[config.mk]
export PLATFORM = sky130hd
export DESIGN_NAME = audio_noise_gate_core
export DESIGN_NICKNAME = d
export VERILOG_FILES = /design/src/hdl/ang_pkg.sv /design/src/hdl/ang_serial_mul.sv /design/src/hdl/audio_noise_gate_core.sv
export SDC_FILE = /design/constraint.sdc
export NUM_CORES = 1
export LEC_CHECK = 0
export BUFFER_PORTS_ARGS = -buffer_cell sky130_fd_sc_hd__clkbuf_2
export CAP_MARGIN = 10
export CORE_MARGIN = 8
export CORE_UTILIZATION = 38
export DETAILED_ROUTE_END_ITERATION = 8
export GPL_TIMING_DRIVEN = 0
export HOLD_SLACK_MARGIN = 0.12
export PLACE_DENSITY_LB_ADDON = 0.08
export SYNTH_ARGS = -nofsm -noshare
export SYNTH_HDL_FRONTEND = slang
export SYNTH_HIERARCHICAL = 1
export SYNTH_SLANG_ARGS = --single-unit
[constraint.sdc]
create_clock -name clk_i -period 3.3 [get_ports clk_i]
set_input_delay 0.33 -clock clk_i [delete_from_list [all_inputs] [get_ports clk_i]]
set_output_delay 0.33 -clock clk_i [all_outputs]
set_load 0.05 [all_outputs]
[src/hdl/ang_pkg.sv]
`timescale 1ns / 1ps
// ang_pkg: shared constants for the audio noise gate
// used by the gate core, its serial multiplier and the port checker

package ang_pkg;

  localparam int SAMPLE_WIDTH_DEF = 16;
  localparam int HOLD_WIDTH_DEF   = 16;

  localparam int CFG_W     = 16;  // width of every configuration register
  localparam int CFG_IDX_W = 3;
  localparam int FRAC_W    = 16;  // fraction bits of coefficients and gain
  localparam int GAIN_W    = 17;  // Q1.16 gain, 0 .. unity

  localparam logic [GAIN_W-1:0] UNITY_GAIN = 17'h10000;

  // register indexes
  localparam logic [CFG_IDX_W-1:0] CFG_OPEN_LEVEL    = 3'd0;
  localparam logic [CFG_IDX_W-1:0] CFG_CLOSE_LEVEL   = 3'd1;
  localparam logic [CFG_IDX_W-1:0] CFG_ATTACK_COEFF  = 3'd2;
  localparam logic [CFG_IDX_W-1:0] CFG_RELEASE_COEFF = 3'd3;
  localparam logic [CFG_IDX_W-1:0] CFG_HOLD_SAMPLES  = 3'd4;

  // register reset values
  localparam logic [CFG_W-1:0] OPEN_LEVEL_RST    = 16'd1036;
  localparam logic [CFG_W-1:0] CLOSE_LEVEL_RST   = 16'd1036;
  localparam logic [CFG_W-1:0] ATTACK_COEFF_RST  = 16'd65209;
  localparam logic [CFG_W-1:0] RELEASE_COEFF_RST = 16'd65533;
  localparam logic [CFG_W-1:0] HOLD_SAMPLES_RST  = 16'd2400;

endpackage

[src/hdl/ang_serial_mul.sv]
`timescale 1ns / 1ps
// ang_serial_mul: unsigned shift-add multiplier, one multiplier bit per cycle
// depends on ang_pkg for the default multiplier width

module ang_serial_mul #(
  parameter int AW = 17,
  parameter int BW = ang_pkg::GAIN_W
) (
  input  logic             clk_i,
  input  logic             rst_ni,
  input  logic             start_i,
  input  logic [AW-1:0]    a_i,
  input  logic [BW-1:0]    b_i,
  output logic             done_o,
  output logic [AW+BW-1:0] prod_o
);

  localparam int CNW = $clog2(BW + 1);

  logic [AW-1:0]  a_q;
  logic [BW-1:0]  b_q;
  logic [AW-1:0]  hi_q;
  logic [BW-1:0]  lo_q;
  logic [CNW-1:0] cnt_q;
  logic           busy_q;
  logic           done_q;
  logic [AW:0]    sum;

  assign sum = {1'b0, hi_q} + (b_q[0] ? {1'b0, a_q} : {(AW+1){1'b0}});

  always_ff @(posedge clk_i or negedge rst_ni) begin
    if (!rst_ni) begin
      busy_q <= 1'b0;
      done_q <= 1'b0;
      cnt_q  <= '0;
    end else begin
      done_q <= 1'b0;
      if (start_i) begin
        busy_q <= 1'b1;
        cnt_q  <= CNW'(BW);
      end else if (busy_q) begin
        cnt_q <= cnt_q - CNW'(1);
        if (cnt_q == CNW'(1)) begin
          busy_q <= 1'b0;
          done_q <= 1'b1;
        end
      end
    end
  end

  // accumulator shifts right, product bits drop into the low half
  always_ff @(posedge clk_i) begin
    if (start_i) begin
      a_q  <= a_i;
      b_q  <= b_i;
      hi_q <= '0;
      lo_q <= '0;
    end else if (busy_q) begin
      hi_q <= sum[AW:1];
      lo_q <= {sum[0], lo_q[BW-1:1]};
      b_q  <= b_q >> 1;
    end
  end

  assign done_o = done_q;
  assign prod_o = {hi_q, lo_q};

endmodule

[src/hdl/audio_noise_gate_core.sv]
`timescale 1ns / 1ps
// audio_noise_gate_core: noise gate with hysteresis and hold, envelope and gain glide
// depends on ang_pkg and ang_serial_mul
//
//   channel  direction  handshake              payload
//   in       to block   in_valid_i/in_stall_o  sample_in_i
//   out      from block out_valid_o/out_stall_i sample_out_o, gate_open_o, gate_changed_o
//   cfg      to block   cfg_valid_i/cfg_ready_o cfg_index_i, cfg_data_i
//
// three products (envelope step, gain step, output) run one after another on the one
// bit-serial multiplier; the next input word is taken only once the previous word has
// moved into the output register.
// rst_ni clears the gate state and loads the register defaults, no clearing pass.
// a finished word waits in the output register; the next input word is taken meanwhile.
// cfg_ready_o is always high.

module audio_noise_gate_core #(
  parameter int SAMPLE_WIDTH = ang_pkg::SAMPLE_WIDTH_DEF,
  parameter int HOLD_WIDTH   = ang_pkg::HOLD_WIDTH_DEF
) (
  input  logic                                clk_i,
  input  logic                                rst_ni,
  input  logic                                in_valid_i,
  output logic                                in_stall_o,
  input  logic signed [SAMPLE_WIDTH-1:0]      sample_in_i,
  output logic                                out_valid_o,
  input  logic                                out_stall_i,
  output logic signed [SAMPLE_WIDTH-1:0]      sample_out_o,
  output logic                                gate_open_o,
  output logic                                gate_changed_o,
  input  logic                                cfg_valid_i,
  output logic                                cfg_ready_o,
  input  logic [ang_pkg::CFG_IDX_W-1:0]       cfg_index_i,
  input  logic [ang_pkg::CFG_W-1:0]           cfg_data_i
);

  localparam int SW  = SAMPLE_WIDTH;
  localparam int HW  = HOLD_WIDTH;
  localparam int GW  = ang_pkg::GAIN_W;
  localparam int FW  = ang_pkg::FRAC_W;
  localparam int AW  = (SW > GW) ? SW : GW;
  localparam int PW  = AW + GW;
  localparam int CW  = (SW > ang_pkg::CFG_W) ? SW : ang_pkg::CFG_W;
  localparam int HXW = (HW > ang_pkg::CFG_W) ? HW : ang_pkg::CFG_W;
  localparam logic [HXW-1:0] HOLD_MAX = HXW'((64'd1 << HW) - 64'd1);

  localparam logic [2:0] S_IDLE      = 3'd0;
  localparam logic [2:0] S_ENV_GO    = 3'd1;
  localparam logic [2:0] S_ENV_WAIT  = 3'd2;
  localparam logic [2:0] S_GATE      = 3'd3;
  localparam logic [2:0] S_GAIN_GO   = 3'd4;
  localparam logic [2:0] S_GAIN_WAIT = 3'd5;
  localparam logic [2:0] S_OUT_WAIT  = 3'd6;
  localparam logic [2:0] S_DONE      = 3'd7;

  // configuration
  logic [ang_pkg::CFG_W-1:0] open_level_q, close_level_q;
  logic [ang_pkg::CFG_W-1:0] attack_coeff_q, release_coeff_q, hold_samples_q;

  assign cfg_ready_o = 1'b1;

  always_ff @(posedge clk_i or negedge rst_ni) begin
    if (!rst_ni) begin
      open_level_q    <= ang_pkg::OPEN_LEVEL_RST;
      close_level_q   <= ang_pkg::CLOSE_LEVEL_RST;
      attack_coeff_q  <= ang_pkg::ATTACK_COEFF_RST;
      release_coeff_q <= ang_pkg::RELEASE_COEFF_RST;
      hold_samples_q  <= ang_pkg::HOLD_SAMPLES_RST;
    end else if (cfg_valid_i) begin
      case (cfg_index_i)
        ang_pkg::CFG_OPEN_LEVEL:    open_level_q    <= cfg_data_i;
        ang_pkg::CFG_CLOSE_LEVEL:   close_level_q   <= cfg_data_i;
        ang_pkg::CFG_ATTACK_COEFF:  attack_coeff_q  <= cfg_data_i;
        ang_pkg::CFG_RELEASE_COEFF: release_coeff_q <= cfg_data_i;
        ang_pkg::CFG_HOLD_SAMPLES:  hold_samples_q  <= cfg_data_i;
        default: ;
      endcase
    end
  end

  // control and gate state
  logic [2:0]    state_q, state_d;
  logic [SW-1:0] env_q, env_d;
  logic [GW-1:0] gain_q, gain_d;
  logic          open_q, open_d;
  logic [HW-1:0] hold_q, hold_d;
  logic          changed_q, changed_d;
  logic          out_valid_q, out_valid_d;

  // per-word working registers
  logic [SW-1:0] mag_q;
  logic          sign_q;
  logic          dir_q;
  logic [SW-1:0] res_q;
  logic [SW-1:0] out_sample_q;
  logic          out_open_q, out_changed_q;

  logic          in_acc, out_take, out_load;
  logic [SW-1:0] raw, mag_in;
  logic          env_ge, env_gt;
  logic          mul_start, mul_done;
  logic [AW-1:0] mul_a;
  logic [GW-1:0] mul_b;
  logic [PW-1:0] prod, prod_neg;
  logic [SW-1:0] env_step;
  logic [GW-1:0] gain_step;
  logic [SW-1:0] res_d;
  logic [CW-1:0] env_ext, open_ext, close_ext;
  logic [HXW-1:0] hold_ext;
  logic [HW-1:0] hold_load;

  assign in_stall_o = (state_q != S_IDLE);
  assign in_acc     = in_valid_i && !in_stall_o;
  assign out_take   = out_valid_q && !out_stall_i;
  assign out_load   = (state_q == S_DONE) && (!out_valid_q || !out_stall_i);

  assign raw    = $unsigned(sample_in_i);
  assign mag_in = raw[SW-1] ? (~raw + SW'(1)) : raw;

  assign env_ge = (mag_q >= env_q);
  assign env_gt = (mag_q > env_q);

  assign env_ext   = CW'(env_q);
  assign open_ext  = CW'(open_level_q);
  assign close_ext = CW'(close_level_q);
  assign hold_ext  = HXW'(hold_samples_q);
  assign hold_load = (hold_ext > HOLD_MAX) ? {HW{1'b1}} : hold_ext[HW-1:0];

  // operand select for the shared multiplier
  always_comb begin
    mul_start = 1'b0;
    mul_a     = '0;
    mul_b     = '0;
    case (state_q)
      S_ENV_GO: begin
        mul_start = 1'b1;
        mul_a     = AW'(env_ge ? (mag_q - env_q) : (env_q - mag_q));
        mul_b     = GW'(env_gt ? attack_coeff_q : release_coeff_q);
      end
      S_GAIN_GO: begin
        mul_start = 1'b1;
        mul_a     = AW'(open_q ? (ang_pkg::UNITY_GAIN - gain_q) : gain_q);
        mul_b     = GW'(open_q ? attack_coeff_q : release_coeff_q);
      end
      S_GAIN_WAIT: begin
        // output product starts as soon as the new gain is known
        mul_start = mul_done;
        mul_a     = AW'(mag_q);
        mul_b     = gain_d;
      end
      default: ;
    endcase
  end

  ang_serial_mul #(
    .AW(AW),
    .BW(GW)
  ) u_mul (
    .clk_i  (clk_i),
    .rst_ni (rst_ni),
    .start_i(mul_start),
    .a_i    (mul_a),
    .b_i    (mul_b),
    .done_o (mul_done),
    .prod_o (prod)
  );

  assign env_step  = prod[FW +: SW];
  assign gain_step = prod[FW +: GW];
  assign prod_neg  = ~prod + PW'(1);
  // negative products round toward minus infinity
  assign res_d     = sign_q ? prod_neg[FW +: SW] : prod[FW +: SW];

  always_comb begin
    state_d     = state_q;
    env_d       = env_q;
    gain_d      = gain_q;
    open_d      = open_q;
    hold_d      = hold_q;
    changed_d   = changed_q;
    out_valid_d = out_valid_q;
    if (out_take) begin
      out_valid_d = 1'b0;
    end
    case (state_q)
      S_IDLE: begin
        if (in_acc) begin
          state_d = S_ENV_GO;
        end
      end
      S_ENV_GO: begin
        state_d = S_ENV_WAIT;
      end
      S_ENV_WAIT: begin
        if (mul_done) begin
          env_d   = dir_q ? (mag_q - env_step) : (mag_q + env_step);
          state_d = S_GATE;
        end
      end
      S_GATE: begin
        if (!open_q) begin
          if (env_ext >= open_ext) begin
            open_d = 1'b1;
            hold_d = hold_load;
          end
        end else if (env_ext < close_ext) begin
          if (hold_q != '0) begin
            hold_d = hold_q - HW'(1);
          end else begin
            open_d = 1'b0;
          end
        end else begin
          hold_d = hold_load;
        end
        changed_d = (open_d != open_q);
        state_d   = S_GAIN_GO;
      end
      S_GAIN_GO: begin
        state_d = S_GAIN_WAIT;
      end
      S_GAIN_WAIT: begin
        if (mul_done) begin
          gain_d  = open_q ? (ang_pkg::UNITY_GAIN - gain_step) : gain_step;
          state_d = S_OUT_WAIT;
        end
      end
      S_OUT_WAIT: begin
        if (mul_done) begin
          state_d = S_DONE;
        end
      end
      S_DONE: begin
        if (out_load) begin
          out_valid_d = 1'b1;
          state_d     = S_IDLE;
        end
      end
      default: begin
        state_d = S_IDLE;
      end
    endcase
  end

  always_ff @(posedge clk_i or negedge rst_ni) begin
    if (!rst_ni) begin
      state_q     <= S_IDLE;
      env_q       <= '0;
      gain_q      <= '0;
      open_q      <= 1'b0;
      hold_q      <= '0;
      changed_q   <= 1'b0;
      out_valid_q <= 1'b0;
    end else begin
      state_q     <= state_d;
      env_q       <= env_d;
      gain_q      <= gain_d;
      open_q      <= open_d;
      hold_q      <= hold_d;
      changed_q   <= changed_d;
      out_valid_q <= out_valid_d;
    end
  end

  always_ff @(posedge clk_i) begin
    if (in_acc) begin
      mag_q  <= mag_in;
      sign_q <= raw[SW-1];
    end
    if (state_q == S_ENV_GO) begin
      dir_q <= env_ge;
    end
    if (state_q == S_OUT_WAIT && mul_done) begin
      res_q <= res_d;
    end
    if (out_load) begin
      out_sample_q  <= res_q;
      out_open_q    <= open_q;
      out_changed_q <= changed_q;
    end
  end

  assign out_valid_o    = out_valid_q;
  assign sample_out_o   = $signed(out_sample_q);
  assign gate_open_o    = out_open_q;
  assign gate_changed_o = out_changed_q;

endmodule

==> results.toml <==
[outcome]
status = "finished clean"

[timing]
tightest_slew_ps = 967
slew_viol_final = 0
fmax_mhz = 309
fin_crit_sh_pct = 98.1
slew_headroom_pct = 35.2
hold_viol_final = 0
fin_crit_ps = 3240
finClkSkew_ps = 14.4
setup_violations = 0
rsz0062_at_grt = "yes"
fin_ws_ps = 63.7

[clock_tree]
cts-root-buf = "clkbuf_16"
cts_tree = "done"
h-tree-depth = 2
cts_buffer_depth = 3
clkSlewWorstSetupHoldPaths_ps = 50
cts_sinks = 262
cts_buffers = 34
clk_latency_ps = 540

[setup_path]
cp_slowest_cell = "edfxtp_1"
path_cells = "inv_2, ha_2, inv_1, fa_1, a21o_1, a21oi_2, nor2b_1, or4_1, a31oi_1, mux2i_2, a21oi_2, xor2_1, o21ai_0"
required_ps = 3550
worstSetupPathType = "flip-flop to flip-flop"
worstSetupStartpointType = "flip-flop"
end_kind = "flip-flop"
crit_top_cell = "a21oi_2"
arrival_ps = 3490
crit_family = "compound AO/OA/AOI/OAI gates"
critPathMaxStageDelay_ps = 450
path_max_fanout = 3
crit_buf_inv = 2

[floorplan]
core_area_sq_mm = 0.0419
start_util_pct = 38.5
rows = 75
die_h_um = 222
die_w_um = 222
io_pins = 61
die_area_sq_mm = 0.0492

[routing]
first_iter_violations = 946
wl_per_cell_um = 20.3
via_count = 12800
drc = 0
wl_um = 48200
firstDrtPassIters = 6
vias_per_cell = 5.39
ant_nets = 0

[power_and_ir_drop]
ir_drop_v = 0.000264
leakage_uw = 0.00780
finalPower_uw = 8100
power_density_mw_per_mm2 = 422

[placed_design]
dp_hpwl_um = 36300
dp.cells = 2256
place_ws_ps = -1690
port_buffers = 59
gp_congestion = 0.883

[min_path]
min_path_type = "input port to flip-flop"

[layout]
fin_util_pct = 45.9
stdcell_count = 2377
syn_to_final_growth_pct = 19.2
drive_gt1_share_pct = 20.9
diodes = 0
nFillCells = 3997
fin_nets = 1958

[logic_synthesis]
synthCells = 1655
syn_avg_cell_area_sq_um = 9.73
ys.warnings.count = 6
synth_edf_count = 86
async_flop_share_pct = 54.2
synthesis.nets = 1800
ys_types = 84
synth-seq-cells = 262
synth_flop_cell = "dfrtp_1"
synth.cell_area_sq_mm = 0.0161
synth-seq-area-share_pct = 42.6

[global_routing]
grt.overflow.total = 0
grt_max_degree = 83
grt_pass1_wl_um = 73800
grt_use_total_pct = 19.2
antenna_found_initial = 1
first_global_vias = 12300

[flow_run]
maxCapViolations = 0
-- layout make-up --
class	count	area, sq um	area share, %
multi-input combinational	1208	8850	46.1
sequential	262	6880	35.8
clock buffer	46	1010	5.25
timing repair buffer	124	880	4.58
tap	539	674	3.51
inverter	108	409	2.13
buffer	75	365	1.90
clock inverter	15	139	0.723
-- metrics by stage --
step	cell area, sq um	hold WS (ps)	TNS [ps]
after global routing	19200	144	-66.7
after global placement	17100	406	-179610
final	19200	143	0
after detailed placement	17100	373	-90470
after CTS	18800	126	-125
after floorplan	16100	34.4	0
-- per-layer routing --
metal / share of wire, % / GRT usage, % / up-vias / routed length, um
li1: - / - / 6201 / -
met1: 48 / 27.2 / 6242 / 23000
met2: 44 / 29.0 / 321 / 21200
met3: 6.0 / 4.14 / 58 / 2910
met4: 2.4 / 5.56 / 0 / 1180
met5: 0 / 0 / - / 0
-- timing repair --
| action | in CTS | in global routing |
|---|---|---|
| pin swaps | 11 | 24 |
| buffers inserted | 13 | 30 |
| hold endpoints to repair | 65 | 0 |
| cloned | 1 | 0 |
| endpoints found under the setup margin | 124 | 73 |
| hold buffers | 19 | 0 |
| resized for setup | 47 | 56 |
-- layout by cell type (no fill, tap or decap), drive strengths merged, types with 68 or more instances in the layout --
master  count
dfrtp     105
xnor2      78
a21oi      85
nor2      103
inv       108
o21ai     153
nand2     166
buf        71
edfxtp     86
mux2i      68
clkbuf    155
ha        101
-- cells by family (layout without fill, tap and decap cells) --
kind of cell               count (synthesis)  count (layout)  share of synthesized area (%)
buffers and inverters                    186             368                           4.61
other                                      1               1                         0.0233
and+or+nand+nor                          449             450                           13.4
xor gates and xnor gates                 112             112                           6.09
adders and majority gates                105             105                           8.34
DFF                                      262             262                           42.6
muxes                                    135             135                           8.91
AOI/OAI and AO/OA                        405             405                           16.0
-- Yosys cell counts (8+ instances only) --
master / n / area share, %
nor2b_1: 17 / 0.66
dfxtp_1: 34 / 4.2
xnor2_1: 78 / 4.2
a21o_1: 32 / 1.5
o31ai_1: 16 / 0.75
dfrtp_1: 105 / 16
or3_1: 19 / 0.74
clkbuf_1: 50 / 1.2
mux2i_1: 68 / 4.2
nand2_1: 165 / 3.8
nand2b_1: 18 / 0.70
nor4_1: 10 / 0.39
a211oi_1: 11 / 0.51
nor2_1: 102 / 2.4
a31oi_1: 8 / 0.31
buf_2: 17 / 0.53
dfstp_2: 37 / 6.0
and2_1: 21 / 0.82
nand4_1: 10 / 0.39
nand3_1: 24 / 0.75
edfxtp_1: 86 / 16
inv_1: 108 / 2.5
nor3_1: 18 / 0.56
ha_1: 101 / 7.8
o221ai_1: 14 / 0.76
a21oi_1: 80 / 2.5
mux2_2: 67 / 4.7
xor2_1: 34 / 1.8
o21ai_0: 146 / 4.5
o22ai_1: 10 / 0.39
a22oi_1: 16 / 0.75
-- path summary, 6_finish.rpt --
kind | from | to | slack (ps) | cells past startpoint
min reg2reg | res_q[15]$_DFFE_PP_ | sample_out_o[15]$_DFFE_PP_ | 420 | 0
max reg2reg | mag_q[0]$_DFFE_PP_ | u_mul/a_q[12]$_DFFE_PP_ | 60 | 13
min in group asynchronous | rst_ni | hold_q[4]$_DFFE_PN0P_ | 350 | 2
max | mag_q[0]$_DFFE_PP_ | u_mul/a_q[12]$_DFFE_PP_ | 60 | 13
min | sample_in_i[7] | mag_q[7]$_DFFE_PP_ | 140 | 2
max in group asynchronous | rst_ni | env_ext[12]$_DFFE_PN0P_ | 2100 | 3
-- sequential cells by signal, indices dropped and copies added (netlist names), 3 cells and up --
name and flops:
attack_coeff_q 16, close_ext 16, env_ext 16, gain_q 17
hold_ext 16, hold_q 16, mag_q 16, open_ext 16
release_coeff_q 16, res_q 16, sample_out_o 16, state_q 3
u_mul/a_q 17, u_mul/b_q 17, u_mul/cnt_q 5, u_mul/hi_q 17
u_mul/lo_q 17
-- power breakdown --
part	leakage [uW]	internal (uW)	total [uW]	switching, uW
Sequential	0.00263	3630	3740	112
Clock	0.000564	2300	3790	1480
Combinational	0.00461	279	574	295
(Power assumes the default switching activity.)
